===== config.mk =====
export PLATFORM = sky130hd
export DESIGN_NAME = lldp_org_tlv_bond_config_parser_core
export DESIGN_NICKNAME = d
export VERILOG_FILES = /design/src/design/lldpbcp_pkg.sv /design/src/design/lldpbcp_core.sv /design/src/design/lldp_org_tlv_bond_config_parser_core.sv
export SDC_FILE = /design/constraint.sdc
export NUM_CORES = 1
export LEC_CHECK = 0
export BUFFER_PORTS_ARGS = -buffer_cell sky130_fd_sc_hd__buf_4
export CAP_MARGIN = 20
export CORE_UTILIZATION = 32
export CTS_BUF_LIST = sky130_fd_sc_hd__clkbuf_4 sky130_fd_sc_hd__clkbuf_8 sky130_fd_sc_hd__clkbuf_16
export CTS_CLUSTER_SIZE = 8
export DETAILED_ROUTE_END_ITERATION = 10
export GPL_TIMING_DRIVEN = 0
export MAX_ROUTING_LAYER = met4
export SYNTH_ARGS = -nofsm -noshare
export SYNTH_HDL_FRONTEND = slang
export SYNTH_SLANG_ARGS = --single-unit

===== constraint.sdc =====
create_clock -name clock -period 10.8 [get_ports clock]
set_input_delay 0.54 -clock clock [delete_from_list [all_inputs] [get_ports clock]]
set_output_delay 0.54 -clock clock [all_outputs]
set_load 0.05 [all_outputs]

===== src/design/lldpbcp_pkg.sv =====
package lldpbcp_pkg;

   // tick counter width
   localparam int TICK_W = 32;
   localparam int TIMEOUT_W = 32;
   localparam int CMP_W = (TICK_W > TIMEOUT_W) ? TICK_W : TIMEOUT_W;

   localparam int OUI_W = 24;
   localparam int CSR_ADDR_W = 2;
   localparam int CSR_DATA_W = 32;

   // item kinds carried on req_tuser
   localparam logic [1:0] ACT_BYTE = 2'd0;
   localparam logic [1:0] ACT_TICK = 2'd1;
   localparam logic [1:0] ACT_START = 2'd2;

   // result kinds carried on rsp_tuser
   localparam logic [1:0] OUT_FRAME = 2'd0;
   localparam logic [1:0] OUT_CHANGED = 2'd1;
   localparam logic [1:0] OUT_TIMEOUT = 2'd2;

   // configuration register indexes
   localparam logic [CSR_ADDR_W-1:0] CSR_OUI_PRIMARY = 2'd0;
   localparam logic [CSR_ADDR_W-1:0] CSR_OUI_SECONDARY = 2'd1;
   localparam logic [CSR_ADDR_W-1:0] CSR_TIMEOUT = 2'd2;
   localparam logic [CSR_ADDR_W-1:0] CSR_INIT_BOND = 2'd3;

   // parser phases
   localparam logic [2:0] PH_HDR0 = 3'd0;
   localparam logic [2:0] PH_HDR1 = 3'd1;
   localparam logic [2:0] PH_ORG = 3'd2;
   localparam logic [2:0] PH_SKIP = 3'd3;
   localparam logic [2:0] PH_DONE = 3'd4;

   localparam logic [6:0] ORG_TYPE = 7'd127;
   localparam logic [8:0] CFG_TLV_LEN = 9'd8;
   localparam logic [7:0] CFG_SUBTYPE = 8'h01;
   localparam logic [2:0] BOND_MASK = 3'h7;

   typedef struct packed {
      logic [1:0] action;
      logic [7:0] data_byte;
      logic last_byte;
   } lldpbcp_item_type;

   typedef struct packed {
      logic has_rsp;
      logic [1:0] outcome;
      logic bonding;
   } lldpbcp_rsp_type;

   typedef struct packed {
      logic [OUI_W-1:0] oui_primary;
      logic [OUI_W-1:0] oui_secondary;
      logic [TIMEOUT_W-1:0] timeout_ticks;
      logic initial_bonding;
   } lldpbcp_cfg_type;

endpackage


===== src/design/lldpbcp_core.sv =====
module lldpbcp_core
   import lldpbcp_pkg::*;
(
   input  logic clock,
   input  logic reset,
   input  logic fire,
   input  lldpbcp_item_type item,
   input  lldpbcp_cfg_type cfg,
   output lldpbcp_rsp_type rsp
);

   logic bond_ff, bond_in;
   logic seen_ff, seen_in;
   logic [TICK_W-1:0] tick_ff, tick_in;
   logic [2:0] phase_ff, phase_in;
   logic [6:0] type_ff, type_in;
   logic [8:0] rem_ff, rem_in;
   logic [OUI_W-1:0] oui_ff, oui_in;
   logic changed_ff, changed_in;

   logic [3:0] idx;
   logic [TICK_W-1:0] tick_inc;
   logic oui_hit;

   assign idx = 4'(CFG_TLV_LEN) - rem_ff[3:0];
   assign tick_inc = (&tick_ff) ? tick_ff : tick_ff + TICK_W'(1);
   assign oui_hit = (oui_ff == cfg.oui_primary) || (oui_ff == cfg.oui_secondary);

   always_comb begin
      bond_in = bond_ff;
      seen_in = seen_ff;
      tick_in = tick_ff;
      phase_in = phase_ff;
      type_in = type_ff;
      rem_in = rem_ff;
      oui_in = oui_ff;
      changed_in = changed_ff;
      rsp = '0;
      case (item.action)
         ACT_BYTE: begin
            case (phase_ff)
               PH_HDR1: begin
                  rem_in = {rem_ff[8], item.data_byte};
                  if (type_ff == 7'd0 && rem_in == 9'd0) begin
                     phase_in = PH_DONE;
                  end else if (rem_in == 9'd0) begin
                     phase_in = PH_HDR0;
                  end else if (type_ff == ORG_TYPE && rem_in == CFG_TLV_LEN) begin
                     oui_in = '0;
                     phase_in = PH_ORG;
                  end else begin
                     phase_in = PH_SKIP;
                  end
               end
               PH_ORG: begin
                  if (idx == 4'd7) begin
                     seen_in = 1'b1;
                     rem_in = '0;
                     if ((&item.data_byte[2:0]) != bond_ff) begin
                        bond_in = &(item.data_byte[2:0] & BOND_MASK);
                        changed_in = 1'b1;
                        phase_in = PH_DONE;
                     end else begin
                        phase_in = PH_HDR0;
                     end
                  end else begin
                     if (idx < 4'd3) begin
                        oui_in = {oui_ff[OUI_W-9:0], item.data_byte};
                     end else if (idx == 4'd3) begin
                        if (item.data_byte != CFG_SUBTYPE || !oui_hit) begin
                           phase_in = PH_SKIP;
                        end
                     end
                     rem_in = rem_ff - 9'd1;
                     if (rem_in == 9'd0) begin
                        phase_in = PH_HDR0;
                     end
                  end
               end
               PH_SKIP: begin
                  rem_in = rem_ff - 9'd1;
                  if (rem_in == 9'd0) begin
                     phase_in = PH_HDR0;
                  end
               end
               PH_DONE: begin
               end
               default: begin
                  type_in = item.data_byte[7:1];
                  rem_in = {item.data_byte[0], 8'd0};
                  phase_in = PH_HDR1;
               end
            endcase
            if (item.last_byte) begin
               rsp.has_rsp = 1'b1;
               rsp.outcome = changed_in ? OUT_CHANGED : OUT_FRAME;
               rsp.bonding = bond_in;
               phase_in = PH_HDR0;
               type_in = '0;
               rem_in = '0;
               oui_in = '0;
               changed_in = 1'b0;
            end
         end
         ACT_TICK: begin
            tick_in = tick_inc;
            if (!seen_ff && bond_ff &&
                CMP_W'(tick_inc) >= CMP_W'(cfg.timeout_ticks)) begin
               bond_in = 1'b0;
               rsp.has_rsp = 1'b1;
               rsp.outcome = OUT_TIMEOUT;
               rsp.bonding = 1'b0;
            end
         end
         ACT_START: begin
            bond_in = cfg.initial_bonding;
            seen_in = 1'b0;
            tick_in = '0;
            phase_in = PH_HDR0;
            type_in = '0;
            rem_in = '0;
            oui_in = '0;
            changed_in = 1'b0;
         end
         default: begin
         end
      endcase
   end

   always_ff @(posedge clock) begin
      if (reset) begin
         bond_ff <= 1'b0;
         seen_ff <= 1'b0;
         tick_ff <= '0;
         phase_ff <= PH_HDR0;
         type_ff <= '0;
         rem_ff <= '0;
         oui_ff <= '0;
         changed_ff <= 1'b0;
      end else if (fire) begin
         bond_ff <= bond_in;
         seen_ff <= seen_in;
         tick_ff <= tick_in;
         phase_ff <= phase_in;
         type_ff <= type_in;
         rem_ff <= rem_in;
         oui_ff <= oui_in;
         changed_ff <= changed_in;
      end
   end

endmodule


===== src/design/lldp_org_tlv_bond_config_parser_core.sv =====
// LLDP organizational TLV bond configuration parser.
//
// req_* carries one beat per item: a frame byte, a time tick or a start
// command (kind on req_tuser, byte on req_tdata, end of frame on req_tlast).
// rsp_* carries at most one result per item: the kind of result on rsp_tuser
// and the bond setting after the item on rsp_tdata[0]. A frame's last byte
// always yields a result; a tick yields one only when it clears the bond
// setting; a start yields none.
// csr_* writes the OUIs, the tick timeout and the initial bond value; write
// only while no item is in flight.
//
// rsp_tvalid rises once the result is registered: the beat lands in the
// input register at the accept edge, then the parse and tick logic runs
// combinationally into the result register, loaded when the item fires.
// One item is taken per cycle as long as results drain; the result register
// lets a new item enter while an earlier result waits. When rsp_tready is low
// and a result is held, an item that would also give a result waits in the
// input register and req_tready drops; items without a result still pass.
// Synchronous reset clears control state and config; no result is pending.
module lldp_org_tlv_bond_config_parser_core
   import lldpbcp_pkg::*;
(
   input  logic clock,
   input  logic reset,
   input  logic req_tvalid,
   output logic req_tready,
   input  logic [7:0] req_tdata,   // [7:0] data_byte
   input  logic req_tlast,
   input  logic [1:0] req_tuser,   // [1:0] action
   output logic rsp_tvalid,
   input  logic rsp_tready,
   output logic [7:0] rsp_tdata,   // [0] bonding, [7:1] zero
   output logic [1:0] rsp_tuser,   // [1:0] outcome
   input  logic csr_we,
   input  logic [CSR_ADDR_W-1:0] csr_addr,
   input  logic [CSR_DATA_W-1:0] csr_wdata
);

   logic s1_valid_ff, s1_valid_in;
   lldpbcp_item_type s1_item_ff;
   logic rsp_valid_ff, rsp_valid_in;
   logic [1:0] rsp_outcome_ff;
   logic rsp_bonding_ff;
   lldpbcp_cfg_type cfg_ff;
   lldpbcp_rsp_type res;
   logic out_free;
   logic fire;

   assign out_free = !rsp_valid_ff || rsp_tready;
   assign fire = s1_valid_ff && (!res.has_rsp || out_free);
   assign req_tready = !s1_valid_ff || fire;

   assign s1_valid_in = (req_tvalid && req_tready) || (s1_valid_ff && !fire);

   always_comb begin
      rsp_valid_in = rsp_valid_ff;
      if (fire && res.has_rsp) begin
         rsp_valid_in = 1'b1;
      end else if (rsp_tready) begin
         rsp_valid_in = 1'b0;
      end
   end

   lldpbcp_core u_core (
      .clock (clock),
      .reset (reset),
      .fire  (fire),
      .item  (s1_item_ff),
      .cfg   (cfg_ff),
      .rsp   (res)
   );

   always_ff @(posedge clock) begin
      if (reset) begin
         s1_valid_ff <= 1'b0;
         rsp_valid_ff <= 1'b0;
      end else begin
         s1_valid_ff <= s1_valid_in;
         rsp_valid_ff <= rsp_valid_in;
      end
   end

   // payload: load input beat, load result
   always_ff @(posedge clock) begin
      if (req_tvalid && req_tready) begin
         s1_item_ff.action <= req_tuser;
         s1_item_ff.data_byte <= req_tdata;
         s1_item_ff.last_byte <= req_tlast;
      end
      if (fire && res.has_rsp) begin
         rsp_outcome_ff <= res.outcome;
         rsp_bonding_ff <= res.bonding;
      end
   end

   always_ff @(posedge clock) begin
      if (reset) begin
         cfg_ff <= '0;
      end else if (csr_we) begin
         case (csr_addr)
            CSR_OUI_PRIMARY: cfg_ff.oui_primary <= csr_wdata[OUI_W-1:0];
            CSR_OUI_SECONDARY: cfg_ff.oui_secondary <= csr_wdata[OUI_W-1:0];
            CSR_TIMEOUT: cfg_ff.timeout_ticks <= csr_wdata[TIMEOUT_W-1:0];
            CSR_INIT_BOND: cfg_ff.initial_bonding <= csr_wdata[0];
            default: begin
            end
         endcase
      end
   end

   assign rsp_tvalid = rsp_valid_ff;
   assign rsp_tuser = rsp_outcome_ff;
   assign rsp_tdata = {7'd0, rsp_bonding_ff};

   a_timeout_clears : assert property (@(posedge clock) disable iff (reset)
      rsp_tvalid && rsp_tuser == OUT_TIMEOUT |-> rsp_tdata[0] == 1'b0)
      else $error("timeout result with bond set");

   a_stall_holds : assert property (@(posedge clock) disable iff (reset)
      s1_valid_ff && !fire |=> s1_valid_ff && $stable(s1_item_ff))
      else $error("stalled item lost");

   a_result_lands : assert property (@(posedge clock) disable iff (reset)
      fire && res.has_rsp |=> rsp_tvalid)
      else $error("result not registered");

   a_no_overwrite : assert property (@(posedge clock) disable iff (reset)
      rsp_tvalid && !rsp_tready |-> !(fire && res.has_rsp))
      else $error("pending result overwritten");

endmodule

* Word-level counts from Yosys, hierarchy flattened
Index checks and enable logic that the tools add are counted. W data, S select, Z words.
Word-level totals: bits in registers 175, logic and storage cells 153
Operators by class: add/subtract/negate cells 3, $lt $le $gt $ge 2, equal/unequal tests 33, mux-type cells 50, reduce and logical (&&, ||, !) cells 45
Operators with widths (count):
- $mux W24 | 6
- $pmux W24 S2 | 2
- $pmux W32 S2 | 1
- $eq A24 B24 Y1 | 2
- $pmux W9 S4 | 1
- $add A32 B1 Y32 const B | 1
- $ge A32 B32 Y1 | 1
- $mux W32 | 1
- $reduce_and A32 Y1 | 1
- $mux W3 | 10
- $logic_not A9 Y1 | 2
- $mux W9 | 2
- $pmux W9 S2 | 1
- $ne A4 B4 Y1 const B | 4
- $mux W1 | 15
- $mux W7 | 2
- $pmux W7 S2 | 1
- $ne A4 B3 Y1 const B | 3
- $ne A6 B3 Y1 const B | 2
- $pmux W3 S4 | 1
- $reduce_and A2 Y1 | 6
- $reduce_and A3 Y1 | 4
- $eq A9 B4 Y1 const B | 1
- $ne A3 B3 Y1 const B | 3
- 32 further kinds | 60

* Logic depth before layout (Yosys ltp)
depth after elaboration 15, mapped depth 18, mapped depth without buffers 15

* By module
A second synthesis with hierarchy kept.
Second synthesis, totals: cells, all modules 1119, area, all modules 9867.0 µm²
By module, submodules not included:
- lldpbcp_core | instances 1, cells each 781, area each 5993.2 µm²
- lldp_org_tlv_bond_config_parser_core | instances 1, cells each 338, area each 3873.7 µm²

* Worst setup path after synthesis
OpenSTA, ideal clock, no wires.
path type flip-flop to flip-flop, start point register u_core.tick_ff[14], end point register s1_item_ff[0] (netlist name) (enable), setup time 0.350 ns, data arrival time 4.555 ns, setup slack 5.895 ns, cell stages (with the launch flop) 14, clock period less this slack 4.905 ns, path through dfxtp_1 -> clkbuf_1 -> and4_1 -> and4_1 -> and4_1 -> clkbuf_1 -> mux2_2 -> ha_1 -> a2111oi_0 -> or4b_1 -> a31oi_2 -> o21a_2 -> o21ai_0 -> and2_1
Between the ends: word-level cells in the longest chain between the ends 11, elaborated cells on any way between the ends 12, those cells by class add/sub: 1; order compare: 1; mux: 3; reduce/logical: 7
Ends and longest elaborated chain:
- start: declaration | RTL line lldpbcp_core.sv:14 | logic [TICK_W-1:0] tick_ff, tick_in;
- start signal: assignment | RTL line lldpbcp_core.sv:143 | tick_ff <= tick_in;
- $add A32 B1 Y32 / $reduce_and A32 Y1 (equally long branches) | RTL line lldpbcp_core.sv:26 | assign tick_inc = (&tick_ff) ? tick_ff : tick_ff + TICK_W'(1);
- $mux W32 (*) | RTL line lldpbcp_core.sv:26
- $ge A32 B32 Y1 (*) | RTL line lldpbcp_core.sv:108 | CMP_W'(tick_inc) >= CMP_W'(cfg.timeout_ticks)) begin
- $logic_and A1 B1 Y1 (*) | RTL line lldpbcp_core.sv:107 | if (!seen_ff && bond_ff &&
- $mux W4 (*) | RTL line lldpbcp_core.sv:107
- $pmux W4 S2 (*) | RTL line lldpbcp_core.sv:39 | case (item.action)
- $logic_not A1 Y1 (*) | RTL line lldp_org_tlv_bond_config_parser_core.sv:50 | assign fire = s1_valid_ff && (!res.has_rsp || out_free);
- $logic_or A1 B1 Y1 (*) | RTL line lldp_org_tlv_bond_config_parser_core.sv:50
- $logic_and A1 B1 Y1 (*) | RTL line lldp_org_tlv_bond_config_parser_core.sv:50
- $logic_or A1 B1 Y1 (*) | RTL line lldp_org_tlv_bond_config_parser_core.sv:51 | assign req_tready = !s1_valid_ff || fire;
- via req_tready | RTL line lldp_org_tlv_bond_config_parser_core.sv:26 | output logic req_tready,
- $logic_and A1 B1 Y1 (*) | RTL line lldp_org_tlv_bond_config_parser_core.sv:85 | if (req_tvalid && req_tready) begin
- end: declaration | RTL line lldp_org_tlv_bond_config_parser_core.sv:40 | lldpbcp_item_type s1_item_ff;
The timed path passes the listed nets; every way through them passes the cells marked *. A chain may end at the register's enable or synchronous reset.

* Worst setup path after layout
start point register u_core.tick_ff[0], end point output port req_tready
Between the ends: word-level cells in the longest chain between the ends 10, elaborated cells on any way between the ends 11, those cells by class add/sub: 1; order compare: 1; mux: 3; reduce/logical: 6
Ends and longest elaborated chain (RTL line):
- $add A32 B1 Y32 / $reduce_and A32 Y1 (equally long branches) | lldpbcp_core.sv:26
- $mux W32 (*) | lldpbcp_core.sv:26
- $ge A32 B32 Y1 (*) | lldpbcp_core.sv:108
- $logic_and A1 B1 Y1 (*) | lldpbcp_core.sv:107
- $mux W4 (*) | lldpbcp_core.sv:107
- $pmux W4 S2 (*) | lldpbcp_core.sv:39
- $logic_not A1 Y1 (*) | lldp_org_tlv_bond_config_parser_core.sv:50
- $logic_or A1 B1 Y1 (*) | lldp_org_tlv_bond_config_parser_core.sv:50
- $logic_and A1 B1 Y1 (*) | lldp_org_tlv_bond_config_parser_core.sv:50
- $logic_or A1 B1 Y1 (*) | lldp_org_tlv_bond_config_parser_core.sv:51
- end: declaration | lldp_org_tlv_bond_config_parser_core.sv:26
Mark *: on every way between the ends. The rest lies on a longest branch, timed or not.

==> flow_summary_export.csv <==
group,metric,value,unit
worst_setup_path,path_class,"reg2out",
outcome,status,"complete, no violations",
placement,placedCellCount,1611,
drt,num_vias,8734,
synth,synth_edf_count,14,
power_and_ir_drop,power_density,135,mW/mm2
worst_setup_path,r2r_start,"u_core.tick_ff[0]",
worst_setup_path,setup.worst_path.end_class,"output pin",
placement,port-buffer-count,53,
clocking,ctsHoldBuffers,0,
cells_and_area,final_cells,1643,
cells_and_area,syn_to_final_growth,16.4,%
sta,slew_violations,0,
floorplanning,dieHeight,174,um
synth,synth_cells,1168,
synth,synthArstFlopShare,0,%
global_routing,antenna_found_initial,0,
placement,finalWeightedCongestion,0.960,
cells_and_area,drive_above_1_share,9.29,%
worst_setup_path,cp.arrival,5040,ps
sta,tightest_slew,1090,ps
synth,yosysSeqAreaShare,38.6,%
synth,syn-cell-area,0.00943,mm2
global_routing,grt_first_pass_wirelength,46600,um
clocking,cts_tree,"built",
sta,timing.slew.headroom,26.5,%
clocking,cts_max_level,4,
sta,rsz0062_at_grt,"no",
worst_setup_path,rrSetupSlack,5420,ps
sta,finalClockSkew,15.6,ps
global_routing,globalRoute.totalOverflow,0,
worst_setup_path,reg2regPathDepth,16,
drt,routedWlPerCell,18.0,um
sta,setup_viol,0,
worst_setup_path,critical_path.cell_chain,"ha_1 -> inv_1 -> nor4_2 -> a31oi_1 -> and3_1 -> clkbuf_1 -> nand3_1 -> xnor2_1 -> ha_1 -> nand4_1 -> nor3_1 -> or4b_1 -> a31oi_2 -> o21a_2 -> o21ai_0 -> buf_4",
worst_setup_path,startpoint,"u_core.tick_ff[0]",
clocking,clk_path_buf_depth,2,
global_routing,grt_max_degree,23,
clocking,cts_sinks,175,
sta,timing.final.crit_share,51.6,%
placement,dp_hpwl,22300,um
drt,drt_iter0_markers,635,
drt,drt_pre_antenna_iters,7,
floorplanning,ioPinCount,62,
worst_setup_path,critPathTopFamily,"simple AND/OR/NAND/NOR gates",
synth,synth_warnings,0,
floorplanning,core-area,0.0289,mm2
clocking,cts_resized,0,
cells_and_area,final_nets,1335,
worst_setup_path,cp_common_cell,"ha_1",
worst_setup_path,critPathMaxFanout,8,
sta,tns,0,ps
clocking,post_cts_buffers,0,
sta,period_needed,5580,ps
power_and_ir_drop,leakage,4.27,nW
sta,fmax,0.179,GHz
worst_setup_path,cp.depth,16,
synth,ys_top_cells_by_count,"251 x nand2_1, 161 x dfxtp_1, 124 x a21oi_1, 56 x clkbuf_1, 54 x xor2_1",
worst_setup_path,required,10260,ps
clocking,numCtsBuffers,17,
cells_and_area,diodes,0,
drt,ant_nets,0,
worst_hold_path,hold_class,"in2reg",
job,maxCapViolations,0,
floorplanning,die_w,174,um
worst_setup_path,reg2reg_to,"u_core.tick_ff[8]",
drt,vias_per_cell,5.32,
clocking,root_buffer,"clkbuf_16",
synth,ys_ff_latch,175,
global_routing,track_usage,20.5,%
sta,final-hold-violation-count,0,
global_routing,grt_pass1_vias,8312,
worst_setup_path,crit_path_start_kind,"flip-flop",
clocking,clk_latency,450,ps
worst_hold_path,hp-start,"req_tdata[5]",
synth,synthTopCellsByArea,"dfxtp_1 34%, nand2_1 10%, a21oi_1 6.6%, ha_1 5.2%, xor2_1 5.0%",
power_and_ir_drop,irDropWorstVdd,0.108,mV
synth,syn_avg_cell_area,8.07,um2
synth,yosysMostFrequentCell,"nand2_1",
drt,wl,29600,um
floorplanning,initial_utilization,32.7,%
worst_setup_path,critPathBufInv,3,
synth,ys.flop_type,"dfxtp_1",
floorplanning,dieArea,0.0302,mm2
synth,synth_top_area_share,34.2,%
drt,drc,0,
synth,yosysTopAreaCell,"dfxtp_1",
floorplanning,rows,62,
worst_setup_path,setup.worst_path.end,"req_tready",
synth,synth.distinct_cells,68,
worst_setup_path,cpMaxStageDelayCell,"nor4_2",
clocking,clk_pin_slew,90,ps
worst_setup_path,cp_slowest_stage_delay,600,ps
worst min path at each step:
stage / to / slack, ps / cells past startpoint
after floorplan: cfg_ff[10] / 440 / 2
after global placement: cfg_ff[26] / 450 / 2
after detailed placement: cfg_ff[6] / 450 / 2
after CTS: s1_item_ff[6] / 250 / 1
after global routing: s1_item_ff[1] / 250 / 1
final: s1_item_ff[6] / 260 / 1
worst register-to-register path, stage by stage, from the launching register on:
cell and delay (ps):
dfxtp_1 420, ha_1 230, inv_1 130, nor4_2 600
o21ai_0 320, nor3_1 480, xor2_1 280, ha_1 270
nand4_1 180, nor2_1 70, a221oi_1 280, o211ai_1 310
o21ai_1 410, buf_2 320, buf_2 320, nand2_1 360
o31ai_1 320
registers in the layout (all words and copies together) (netlist names), 2 cells and up:
signal	flops
cfg_ff	81
u_core.tick_ff	32
u_core.oui_ff	24
s1_item_ff	11
u_core.rem_ff	9
u_core.type_ff	7
u_core.phase_ff	3
rsp_tuser	2
kinds of logic after synthesis:
| family | after synthesis | synth area share [%] |
|---|---|---|
| flip-flops | 175 | 38.6 |
| other | 1 | 0.0398 |
| adder cells (fa/ha/maj) | 39 | 5.17 |
| AO/OA/AOI/OAI | 256 | 16.5 |
| AND/OR/NAND/NOR | 457 | 22.9 |
| multiplexers | 32 | 3.44 |
| XOR/XNOR | 85 | 7.89 |
| buffers and inverters | 123 | 5.48 |
power by group:
part / internal, mW / switching (mW)
registers: 0.668 / 0.0134
logic: 0.0462 / 0.0902
clock network: 0.326 / 0.337
per-stage QoR:
| step | cell area [um2] | power (mW) | hold WS [ps] | util (%) | setup slack [ps] |
|---|---|---|---|---|---|
| final | 11000 | 1.48 | 265 | 38.0 | 5220 |
| after global routing | 11000 | 1.53 | 246 | 38.0 | 4890 |
| after CTS | 11000 | 1.49 | 252 | 38.0 | 5260 |
| after detailed placement | 10300 | 0.832 | 447 | 35.8 | 5500 |
| after global placement | 10300 | 0.831 | 446 | 35.8 | 5600 |
| after floorplan | 9450 | 0.773 | 436 | - | 5890 |
per-layer routing:
layer	track usage, %	wire [um]	vias to the layer above
met5	-	0	-
met3	3.57	1720	58
met2	32.3	13700	272
li1	-	-	4259
met4	7.24	864	0
met1	26.3	13300	4145
placed cells by master, fill, tap and decap left out, types with 19 or more instances in the layout:
cell / count
nand2_1: 251
dfxtp_1: 161
a21oi_1: 124
buf_4: 62
clkbuf_1: 56
xor2_1: 54
inv_1: 47
o21ai_0: 46
nor2_1: 41
nand4_1: 40
ha_1: 39
xnor2_1: 31
mux2i_1: 29
nor3_1: 19
layout make-up:
type | instances | area [um2]
plain buffers | 75 | 337
clock buffers | 17 | 425
clock inverters | 15 | 216
fillers | 3073 | 17900
inverters | 48 | 180
multi-input cells | 876 | 5290
flip-flops and latches | 175 | 3640
well taps | 384 | 480
repair buffers | 53 | 398
No activity file was read; power rests on OpenSTA's default activity.
